$ cat config.mk
export PLATFORM = sky130hd
export DESIGN_NAME = wepr_front
export DESIGN_NICKNAME = d
export VERILOG_FILES = /design/src/sv/wepr_pkg.sv /design/src/sv/wepr_front.sv
export SDC_FILE = /design/constraint.sdc
export NUM_CORES = 1
export LEC_CHECK = 0
export BUFFER_PORTS_ARGS = -buffer_cell sky130_fd_sc_hd__buf_2
export CORE_UTILIZATION = 50
export DETAILED_ROUTE_END_ITERATION = 10
export PLACE_DENSITY = 0.79
export SLEW_MARGIN = 30
export SYNTH_ARGS = -nofsm -noshare
export SYNTH_HDL_FRONTEND = slang
export SYNTH_SLANG_ARGS = --single-unit
$ cat constraint.sdc
create_clock -name i_clk -period 9.52 [get_ports i_clk]
set_clock_uncertainty 0.15 [all_clocks]
set_input_delay 1.904 -clock i_clk [delete_from_list [all_inputs] [get_ports i_clk]]
set_output_delay 1.904 -clock i_clk [all_outputs]
set_load 0.02 [all_outputs]
$ cat src/sv/wepr_pkg.sv
`timescale 1ns / 1ps
`default_nettype none
package wepr_pkg;

    localparam int MAX_LEN    = 65536;
    localparam int NUM_COLORS = 65536;
    localparam int POS_W      = 16;
    localparam int COL_W      = 16;
    localparam int CNT_W      = 17;
    localparam int EDGE_W     = 17;
    localparam int SS_W       = 33;
    localparam int FR_W       = 32;

    typedef enum logic [1:0] {
        KIND_LOAD  = 2'd0,
        KIND_QUERY = 2'd1,
        KIND_BAD   = 2'd2
    } t_kind;

    typedef struct packed {
        t_kind              kind;
        logic [POS_W-1:0]   position;
        logic [COL_W-1:0]   color;
        logic [POS_W-1:0]   left;
        logic [POS_W-1:0]   right;
    } t_cmd;

    typedef struct packed {
        logic clearing;
        logic pop;
    } t_back_stat;

endpackage
`default_nettype wire

$ cat src/sv/wepr_front.sv
`timescale 1ns / 1ps
`default_nettype none
module wepr_front (
    input  logic                       i_clk,
    input  logic                       i_rst_n,
    input  logic                       i_start,
    input  logic                       i_req_type,
    input  logic [wepr_pkg::POS_W-1:0] i_position,
    input  logic [wepr_pkg::COL_W-1:0] i_color,
    input  logic [wepr_pkg::POS_W-1:0] i_left,
    input  logic [wepr_pkg::POS_W-1:0] i_right,
    input  wepr_pkg::t_back_stat       i_stat,
    output logic                       o_busy,
    output logic                       o_cmd_valid,
    output wepr_pkg::t_cmd             o_cmd
);
    import wepr_pkg::*;

    t_cmd        r_mem [2];
    logic        r_wp, r_rp;
    logic [1:0]  r_cnt;
    logic        push;
    t_cmd        cmd_in;

    always_comb begin
        cmd_in.position = i_position;
        cmd_in.color    = i_color;
        cmd_in.left     = i_left;
        cmd_in.right    = i_right;
        if (!i_req_type) begin
            cmd_in.kind = KIND_LOAD;
        end else if (i_left > i_right
                     || {1'b0, i_right} >= EDGE_W'(MAX_LEN)) begin
            cmd_in.kind = KIND_BAD;
        end else begin
            cmd_in.kind = KIND_QUERY;
        end
    end

    assign o_busy      = i_stat.clearing | (r_cnt == 2'd2);
    assign push        = i_start & ~o_busy;
    assign o_cmd_valid = (r_cnt != 2'd0);
    assign o_cmd       = r_mem[r_rp];

    always_ff @(posedge i_clk) begin
        if (push) begin
            r_mem[r_wp] <= cmd_in;
        end
    end

    always_ff @(posedge i_clk) begin
        if (!i_rst_n) begin
            r_wp  <= 1'b0;
            r_rp  <= 1'b0;
            r_cnt <= 2'd0;
        end else begin
            if (push) begin
                r_wp <= ~r_wp;
            end
            if (i_stat.pop) begin
                r_rp <= ~r_rp;
            end
            r_cnt <= r_cnt + 2'(push) - 2'(i_stat.pop);
        end
    end

    assert property (@(posedge i_clk) disable iff (!i_rst_n)
        i_stat.pop |-> r_cnt != 2'd0)
        else $error("pop from empty queue");

endmodule
`default_nettype wire

==> results.sh, run 1 <==
export IMPL_status="completed"
export IMPL_max_stage_delay_ns=0.16
export IMPL_synth_warnings=0
export IMPL_worst_slew_pin_slew_ns=0.869
export IMPL_instances_no_fill=592
export IMPL_nets=531
export IMPL_syn_area_per_cell_um2=18.7
export IMPL_dieArea_mm2=0.0113
export IMPL_synth_top_area_share_pct=72.9
export IMPL_max_freq_mhz=231
export IMPL_ant_nets=0
export IMPL_io_buffers=137
export IMPL_place_ws_ns=5.19
export IMPL_layout_min_cycle_time_ns=4.33
export IMPL_async_flop_share_pct=0
export IMPL_cts_clk_slew_worst_paths_ns=0.06
export IMPL_p_seq_share_pct=46.0
export IMPL_crit_required_ns=7.47
export IMPL_routed_via_density=5.04
export IMPL_final_common_cell="buf_2"
export IMPL_fin_ws_ns=5.19
export IMPL_dieWidth_um=106
export IMPL_grtUsageTotal_pct=17.8
export IMPL_start_util_pct=52.2
export IMPL_totalWireLength_mm=9.54
export IMPL_core_mm2=0.0104
export IMPL_final_cell_mix="buf_2 (137), edfxtp_1 (132), mux2_2 (66)"
export IMPL_comb_power_share_pct=12.4
export IMPL_num_antenna_cells=0
export IMPL_synth_top_cell_by_area="edfxtp_1"
export IMPL_firstDrtPassIters=4
export IMPL_vias=2983
export IMPL_place_inst=560
export IMPL_synthCells=291
export IMPL_critical_path_cell_chain="buf_2 > inv_1 > o21ai_0 > buf_2"
export IMPL_drive_gt1_share_pct=53.5
export IMPL_die_h_um=106
export IMPL_cts_hold_buf=0
export IMPL_place_congestion=0.726
export IMPL_cellLeakagePower_nw=2.68
export IMPL_n_fill_cell=773
export IMPL_synth_edf_count=132
export IMPL_critPathMaxFanout=2
export IMPL_slew_headroom_pct=42.0
export IMPL_cts_made_buffers=17
export IMPL_intPower_mw=1.17
export IMPL_cts_tree="yes"
export IMPL_setup_violations=0
export IMPL_wl_per_cell_um=16.1
export IMPL_hold_violations=0
export IMPL_startpoint_type="primary input"
export IMPL_dp_hpwl_mm=6.39
export IMPL_grt_pass1_wl_mm=14.7
export IMPL_drv_slew=0
export IMPL_synth_nets=379
export IMPL_grt_max_degree=67
export IMPL_clkPwrFrac_pct=41.6
export IMPL_synth_area_mm2=0.00544
export IMPL_final_period_utilization_pct=45.4
export IMPL_worst_setup_path_type="primary input to primary output"
export IMPL_area_delta_synth_final_pct=26.6
export IMPL_crit_slowest_cell="buf_2"
export IMPL_cts_setup_buffers=0
export IMPL_grt_antenna_before_repair=1
export IMPL_overflow=0
export IMPL_ys_seq_area_share_pct=74.7
export IMPL_clockBufferDepth=2
export IMPL_ys_types=28
export IMPL_rsz0062_at_grt="false"
export IMPL_h_tree_depth=4
export IMPL_yosys_register_bits=137
export IMPL_ir_drop_v=0.000119
export IMPL_drc=0
export IMPL_final_setup_tns_ns=0
export IMPL_powerDensity_mw_per_mm2=223
export IMPL_cts_sinks=137
export IMPL_end_kind="primary output"
export IMPL_switching_share_pct=23.6
export IMPL_ys_flop_type="edfxtp_1"
export IMPL_drt_iter0_markers=165
export IMPL_hold_path_class="flip-flop to flip-flop"
export IMPL_p_switching_uw=362
export IMPL_grt_pass1_vias=2990
export IMPL_yosys_top_cells_area="edfxtp_1 (73%), mux2_2 (14%), ha_1 (4.1%), dfxtp_1 (1.8%), inv_1 (1.4%)"
export IMPL_cpMostUsedCell="buf_2"
export IMPL_clock_root_buffer="clkbuf_8"
export IMPL_std_cell_rows=37
export IMPL_cap_violations=0
export IMPL_cts_resized=0
export IMPL_ioPinCount=138
export IMPL_clock_latency_ns=0.51
export IMPL_arrival_ns=2.27
==> stage by stage <==
step	area (um^2)	hold WS [ns]	power [mW]	utilization [%]
6_report	6890	0.433	1.54	66.1
5_1_grt	6890	0.467	1.59	66.1
4_1_cts	6890	0.434	1.55	66.1
3_5_place_dp	6300	0.423	0.913	60.5
3_3_place_gp	6300	0.410	0.907	60.5
2_1_floorplan	5440	0.400	0.845	-
==> worst paths after layout <==
kind	start	endpoint	slack, ns	depth (start not counted)
worst min-delay path	r_rp$_SDFFE_PN0P_	flip-flop	0.43	2
worst max-delay path	i_stat[1]	o_busy	5.19	4
worst max register to register	r_cnt[1]$_SDFF_PN0_	r_mem[1][38]$_DFFE_PP_	6.99	4
worst min register to register	r_rp$_SDFFE_PN0P_	flip-flop	0.43	2
==> cell usage after synthesis, types with 3 or more instances <==
| cell type | instances |
|---|---|
| nand2_1 | 5 |
| mux2_2 | 66 |
| and2_1 | 5 |
| dfxtp_1 | 5 |
| buf_2 | 7 |
| edfxtp_1 | 132 |
| inv_1 | 20 |
| ha_1 | 18 |
| o211ai_1 | 3 |
| nor2_1 | 4 |
| a21oi_1 | 5 |
==> power by group through the flow <==
stage               Sequential [mW]  Clock (mW)  Combinational [mW]
floorplan                     0.720           0               0.125
finish                        0.708       0.639               0.190
detailed placement            0.721           0               0.192
CTS                           0.708       0.652               0.193
global route                  0.710       0.674               0.206
global placement              0.718           0               0.189
==> final cells by class <==
| type | instances | area [um^2] | share of cell area (%) |
|---|---|---|---|
| clock buffer | 17 | 414 | 6.01 |
| clock inverter | 15 | 175 | 2.54 |
| timing repair buffer | 140 | 708 | 10.3 |
| inverter | 20 | 75.1 | 1.09 |
| multi-input combinational | 127 | 1280 | 18.6 |
| sequential | 137 | 4070 | 59.0 |
| tap | 136 | 170 | 2.47 |
==> critical path: cells and delay by family <==
family / cells / cell delay [ns]
buffers and inverters: 3 / 0.30
AOI/OAI and AO/OA: 1 / 0.06
==> registers in the layout, summed over array words and instances, names as in the netlist, named ones only <==
register	cells
r_cnt	2
r_wp	1
r_rp	1
r_mem	132
==> logic make-up (layout without fill, tap and decap cells) <==
group | Yosys count | in the layout | synth area share [%]
buf+inv | 27 | 192 | 2.02
simple gates | 22 | 22 | 2.58
compound gates | 18 | 18 | 2.37
xor+xnor | 3 | 3 | 0.483
fa+ha+maj | 18 | 18 | 4.14
flops | 137 | 137 | 74.7
mux | 66 | 66 | 13.7
==> routing by layer <==
layer  global-route usage, %  up-vias  part of all wire (%)
li1                        -     1439                     -
met1                    21.5     1422                    42
met2                    29.5      105                    50
met3                    5.82       15                   6.5
met4                    7.34        2                   1.4
met5                       0        -                  0.10
(Power assumes the default switching activity.)
==> run 2, diff against run 1 <==
Settings changed: CORE_UTILIZATION 50 to 48.
Clock period 9.52 ns to 3.8 ns, I/O delays scaled along.
==> run 2 against run 1 <==
Effect of this change:
- critical path depth shrank 2
- power grew to 2.6 times the previous value
- via count grew 1.3%
- highest routed layer is now met4
- clock power grew to 2.7 times the previous value
- setup slack lost 4.3 ns
- largest cell class unchanged
- wire length grew 2.6%
- non-clock buffer count is the same
- sequential share of layout area shrank 0.44 points
- global-route usage shrank 0.55 points
==> results.sh, run 2 (synthesis gave the netlist of run 1 again) <==
export IMPL_rsz0062_at_grt="false"
export IMPL_power_mw=3.96
export IMPL_h_tree_depth=4
export IMPL_place_congestion=0.783
export IMPL_dieArea_mm2=0.0118
export IMPL_cts_hold_buf=0
export IMPL_worst_slew_pin_slew_ns=0.901
export IMPL_post_route_util_pct=63.5
export IMPL_grt_max_degree=68
export IMPL_grtUsageTotal_pct=17.3
export IMPL_num_antenna_cells=0
export IMPL_cellLeakagePower_nw=2.70
export IMPL_grtUsageMet1_pct=21.3
export IMPL_grt_antenna_before_repair=0
export IMPL_totalWireLength_mm=9.78
export IMPL_std_cell_rows=38
export IMPL_critPathMaxFanout=66
export IMPL_slew_headroom_pct=40.0
export IMPL_met2_usage_pct=27.7
export IMPL_end_kind="primary output"
export IMPL_dpl_cell_area_mm2=0.00632
export IMPL_layout_min_cycle_time_ns=2.88
export IMPL_clock_root_buffer="clkbuf_16"
export IMPL_overflow=0
export IMPL_clockBufferDepth=2
export IMPL_wl_per_cell_um=16.4
export IMPL_cts_resized=0
export IMPL_crit_required_ns=2.89
export IMPL_cts_tree="yes"
export IMPL_cts_made_buffers=17
export IMPL_arrival_ns=1.97
export IMPL_setup_violations=0
export IMPL_area_delta_synth_final_pct=27.7
export IMPL_drc=0
export IMPL_grt_pass1_wl_mm=14.9
export IMPL_io_buffers=137
export IMPL_core_mm2=0.0109
export IMPL_final_cell_mix="buf_2 (137), edfxtp_1 (132), mux2_2 (66)"
export IMPL_cap_violations=0
export IMPL_postLayoutCellArea_mm2=0.00694
export IMPL_largest_register_ffs=132
export IMPL_drive_gt1_share_pct=53.3
export IMPL_ioPinCount=138
export IMPL_powerDensity_mw_per_mm2=571
export IMPL_hold_path_class="primary input to flip-flop"
export IMPL_final_period_utilization_pct=75.9
export IMPL_final_setup_tns_ns=0
export IMPL_cts_sinks=137
export IMPL_grt_busiest_layer="met2"
export IMPL_dieWidth_um=108
export IMPL_status="completed"
export IMPL_drv_slew=0
export IMPL_cts_setup_buffers=0
export IMPL_vias=3022
export IMPL_r2r_slack_ns=1.69
export IMPL_start_util_pct=49.7
export IMPL_ir_drop_v=0.000306
export IMPL_ant_nets=0
export IMPL_nets=531
export IMPL_drt_iter0_markers=152
export IMPL_met3_usage_pct=6.21
export IMPL_worst_setup_path_type="flip-flop to primary output"
export IMPL_routed_via_density=5.07
export IMPL_clock_latency_ns=0.40
export IMPL_dp_hpwl_mm=6.34
export IMPL_die_h_um=108
export IMPL_hold_violations=0
export IMPL_firstDrtPassIters=5
export IMPL_largest_register="r_mem"
export IMPL_max_freq_mhz=347
export IMPL_final_common_cell="buf_2"
export IMPL_grt_pass1_vias=3032
export IMPL_top_regs="r_mem x132, r_cnt x2"
export IMPL_cts_clk_slew_worst_paths_ns=0.06
export IMPL_startpoint_type="flip-flop"
[run 2: path summary, 6_finish.rpt]
path	start	endpoint	cells after the start
max reg2reg	r_cnt[1]$_SDFF_PN0_	r_mem[1][38]$_DFFE_PP_	4
min reg2reg	r_rp$_SDFFE_PN0P_	flip-flop	2
max	flip-flop	o_cmd[43]	2
min	i_position[6]	r_mem[1][54]$_DFFE_PP_	1
[run 2: metal layers]
layer / up-vias / wire, um
li1: 1426 / -
met1: 1475 / 4230
met2: 110 / 4700
met3: 11 / 733
met4: 0 / 112
met5: - / 0
[run 2: cell type report]
cell class,count,area [um^2]
clock buffers,18,429
clock inverters,14,196
inverters,20,75.1
repair buffers,140,721
multi-input cells,127,1280
flip-flops and latches,137,4070
fillers,814,3990
well taps,140,175
[run 2: stage by stage]
stage | setup slack, ns | cells | hold slack (ns)
floorplan | 0.499 | 291 | 0.405
global placement | 1.17 | 564 | 0.409
detailed placement | 1.15 | 564 | 0.424
CTS | 0.876 | 596 | 0.375
global route | 0.800 | 596 | 0.368
finish | 0.917 | 596 | 0.393
[run 2: critical path: stages (launching register included)]
cell and delay (ns):
dfxtp_4 0.92, mux2_2 0.42, buf_2 0.17
[run 2: power breakdown]
group | internal [mW] | total, mW | switching [mW] | leakage [nW]
combinational | 0.194 | 0.450 | 0.256 | 1.15
clock | 1.10 | 1.72 | 0.612 | 0.299
sequential | 1.75 | 1.80 | 0.0478 | 1.25
total | 3.05 | 3.96 | 0.917 | 2.70
==> run 3, diff against run 2 <==
Clock period 3.8 ns to 2.3 ns, I/O delays scaled along.
==> run 3 against run 2 <==
Effect of this change:
- critical endpoint is now o_cmd[62]
- design area increased by 0.47%
- highest routed layer unchanged
- die area unchanged
- count of clock-buffer cells in the layout fell by 1
- via count did not move
- combinational power grew 82%
- sequential power is 63% higher
- clock power up 51%
==> results.sh, run 3 (synthesis gave the netlist of run 1 again) <==
export IMPL_cts_sinks=137
export IMPL_ant_nets=0
export IMPL_max_freq_mhz=466
export IMPL_instances_no_fill=600
export IMPL_grt_max_degree=38
export IMPL_postLayoutCellArea_mm2=0.00698
export IMPL_critPathMaxFanout=36
export IMPL_std_cell_rows=38
export IMPL_status="completed"
export IMPL_p_seq_share_pct=46.2
export IMPL_drv_slew=0
export IMPL_die_h_um=108
export IMPL_largest_register_ffs=132
export IMPL_switching_share_pct=23.7
export IMPL_core_mm2=0.0109
export IMPL_crit_slowest_cell="dfxtp_4"
export IMPL_critical_path_cell_chain="buf_12 > mux2_2 > buf_2"
export IMPL_r2r_slack_ns=0.56
export IMPL_grt_pass1_wl_mm=14.6
export IMPL_largest_register="r_mem"
export IMPL_cts_tree="yes"
export IMPL_clock_root_buffer="clkbuf_16"
export IMPL_drc=0
export IMPL_cts_resized=0
export IMPL_final_period_utilization_pct=93.4
export IMPL_clock_latency_ns=0.40
export IMPL_whs_path_depth=1
export IMPL_powerDensity_mw_per_mm2=908
export IMPL_vias=3022
export IMPL_min_to="r_mem[1][52]$_DFFE_PP_"
export IMPL_timing_rr_start="r_cnt[1]$_SDFF_PN0_"
export IMPL_final_common_cell="buf_2"
export IMPL_cellLeakagePower_nw=2.70
export IMPL_firstDrtPassIters=5
export IMPL_arrival_ns=1.54
export IMPL_intPower_mw=4.83
export IMPL_grt_antenna_before_repair=0
export IMPL_rsz0062_at_grt="false"
export IMPL_post_route_util_pct=63.8
export IMPL_grt_pass1_vias=3071
export IMPL_reg2reg_depth=8
export IMPL_crit_required_ns=1.69
export IMPL_hold_violations=0
export IMPL_drive_gt1_share_pct=53.7
export IMPL_cts_setup_buffers=0
export IMPL_max_stage_delay_ns=0.37
export IMPL_final_cell_mix="buf_2 (137), edfxtp_1 (132), mux2_2 (66)"
export IMPL_p_switching_mw=1.50
export IMPL_path_delay_family="flip-flops"
export IMPL_drt_iter0_markers=111
export IMPL_startpoint_type="flip-flop"
export IMPL_area_delta_synth_final_pct=28.3
export IMPL_end_kind="primary output"
export IMPL_dpl_cell_area_mm2=0.00640
export IMPL_hold_start="i_position[4]"
export IMPL_worst_setup_path_type="flip-flop to primary output"
export IMPL_overflow=0
export IMPL_dieArea_mm2=0.0118
export IMPL_ir_drop_v=0.000507
export IMPL_cts_clk_slew_worst_paths_ns=0.06
export IMPL_clkPwrFrac_pct=40.8
export IMPL_cts_made_buffers=17
export IMPL_rr_endpoint="r_cnt[1]$_SDFF_PN0_"
export IMPL_worst_slew_pin_slew_ns=0.383
export IMPL_totalWireLength_mm=9.59
export IMPL_layout_min_cycle_time_ns=2.15
export IMPL_dieWidth_um=108
export IMPL_comb_power_share_pct=12.9
export IMPL_num_antenna_cells=0
export IMPL_place_congestion=0.751
export IMPL_clockBufferDepth=2
export IMPL_grtUsageTotal_pct=16.9
export IMPL_ioPinCount=138
export IMPL_io_buffers=137
export IMPL_start_util_pct=49.7
export IMPL_cts_hold_buf=0
export IMPL_routed_via_density=5.04
export IMPL_cp_buffers_inverters=2
export IMPL_dp_hpwl_mm=6.55
export IMPL_whs_ns=0.0971
export IMPL_nets=535
export IMPL_wl_per_cell_um=16.0
export IMPL_top_regs="r_mem x132, r_cnt x2"
export IMPL_place_inst=568
export IMPL_h_tree_depth=4
export IMPL_cap_violations=0
export IMPL_slew_headroom_pct=74.5
export IMPL_hold_path_class="primary input to flip-flop"
export IMPL_setup_violations=0
## run 3: cell types whose count changed in the layout (fill, tap and decap cells not counted), sizes merged
cell / before / now
buf: 140 / 144
bufinv: 4 / 2
clkbuf: 18 / 17
clkinvlp: 2 / 6
inv: 23 / 22
## run 3: worst register-to-register path, cell delays in order, from the launching register on
cell and delay, ns:
dfxtp_1 0.35, inv_1 0.06, o211ai_1 0.22, ha_1 0.27, inv_1 0.06, ha_1 0.16
xnor2_1 0.14, xnor2_1 0.08, and2_1 0.15
## run 3: power by group through the flow
stage / Clock, mW / Combinational (mW) / Sequential [mW]
2_1_floorplan: 0 / 0.517 / 2.97
3_3_place_gp: 0 / 0.813 / 2.97
3_5_place_dp: 0 / 0.828 / 2.98
4_1_cts: 2.65 / 0.834 / 2.93
5_1_grt: 2.77 / 0.890 / 2.94
6_report: 2.59 / 0.819 / 2.93
## run 3: area by class of cell
class	count	area, um^2
inverters	20	75.1
multi-input cells	127	1280
well taps	140	175
fillers	811	3960
clock buffers	17	425
flip-flops and latches	137	4070
clock inverters	15	153
repair buffers	144	801
## run 3: layer usage
layer,vias up,share of wire (%),global-route usage (%)
met2,101,49,28.3
met4,0,1.1,6.95
met3,10,6.8,4.82
li1,1437,-,-
met5,-,0,0
met1,1474,43,20.5
## run 3: worst max path at each step
| stage | from | end | slack (ns) | cells past startpoint |
|---|---|---|---|---|
| floorplan | i_stat[1] | r_mem[0][0]$_DFFE_PP_ | -0.70 | 3 |
| global placement | i_left[13] | r_mem[1][65]$_DFFE_PP_ | 0.07 | 6 |
| detailed placement | i_left[13] | r_mem[0][65]$_DFFE_PP_ | 0.03 | 6 |
| CTS | flip-flop | o_cmd[62] | 0.12 | 3 |
| global route | flip-flop | o_cmd[62] | 0.09 | 3 |
| finish | flip-flop | o_cmd[62] | 0.15 | 3 |
## run 3: through the flow
stage	total power [mW]	TNS, ns	worst slack (ns)
5_1_grt	6.60	0	0.0938
3_5_place_dp	3.81	0	0.0323
6_report	6.33	0	0.152
2_1_floorplan	3.49	-91.89	-0.701
3_3_place_gp	3.78	0	0.0699
4_1_cts	6.42	0	0.125
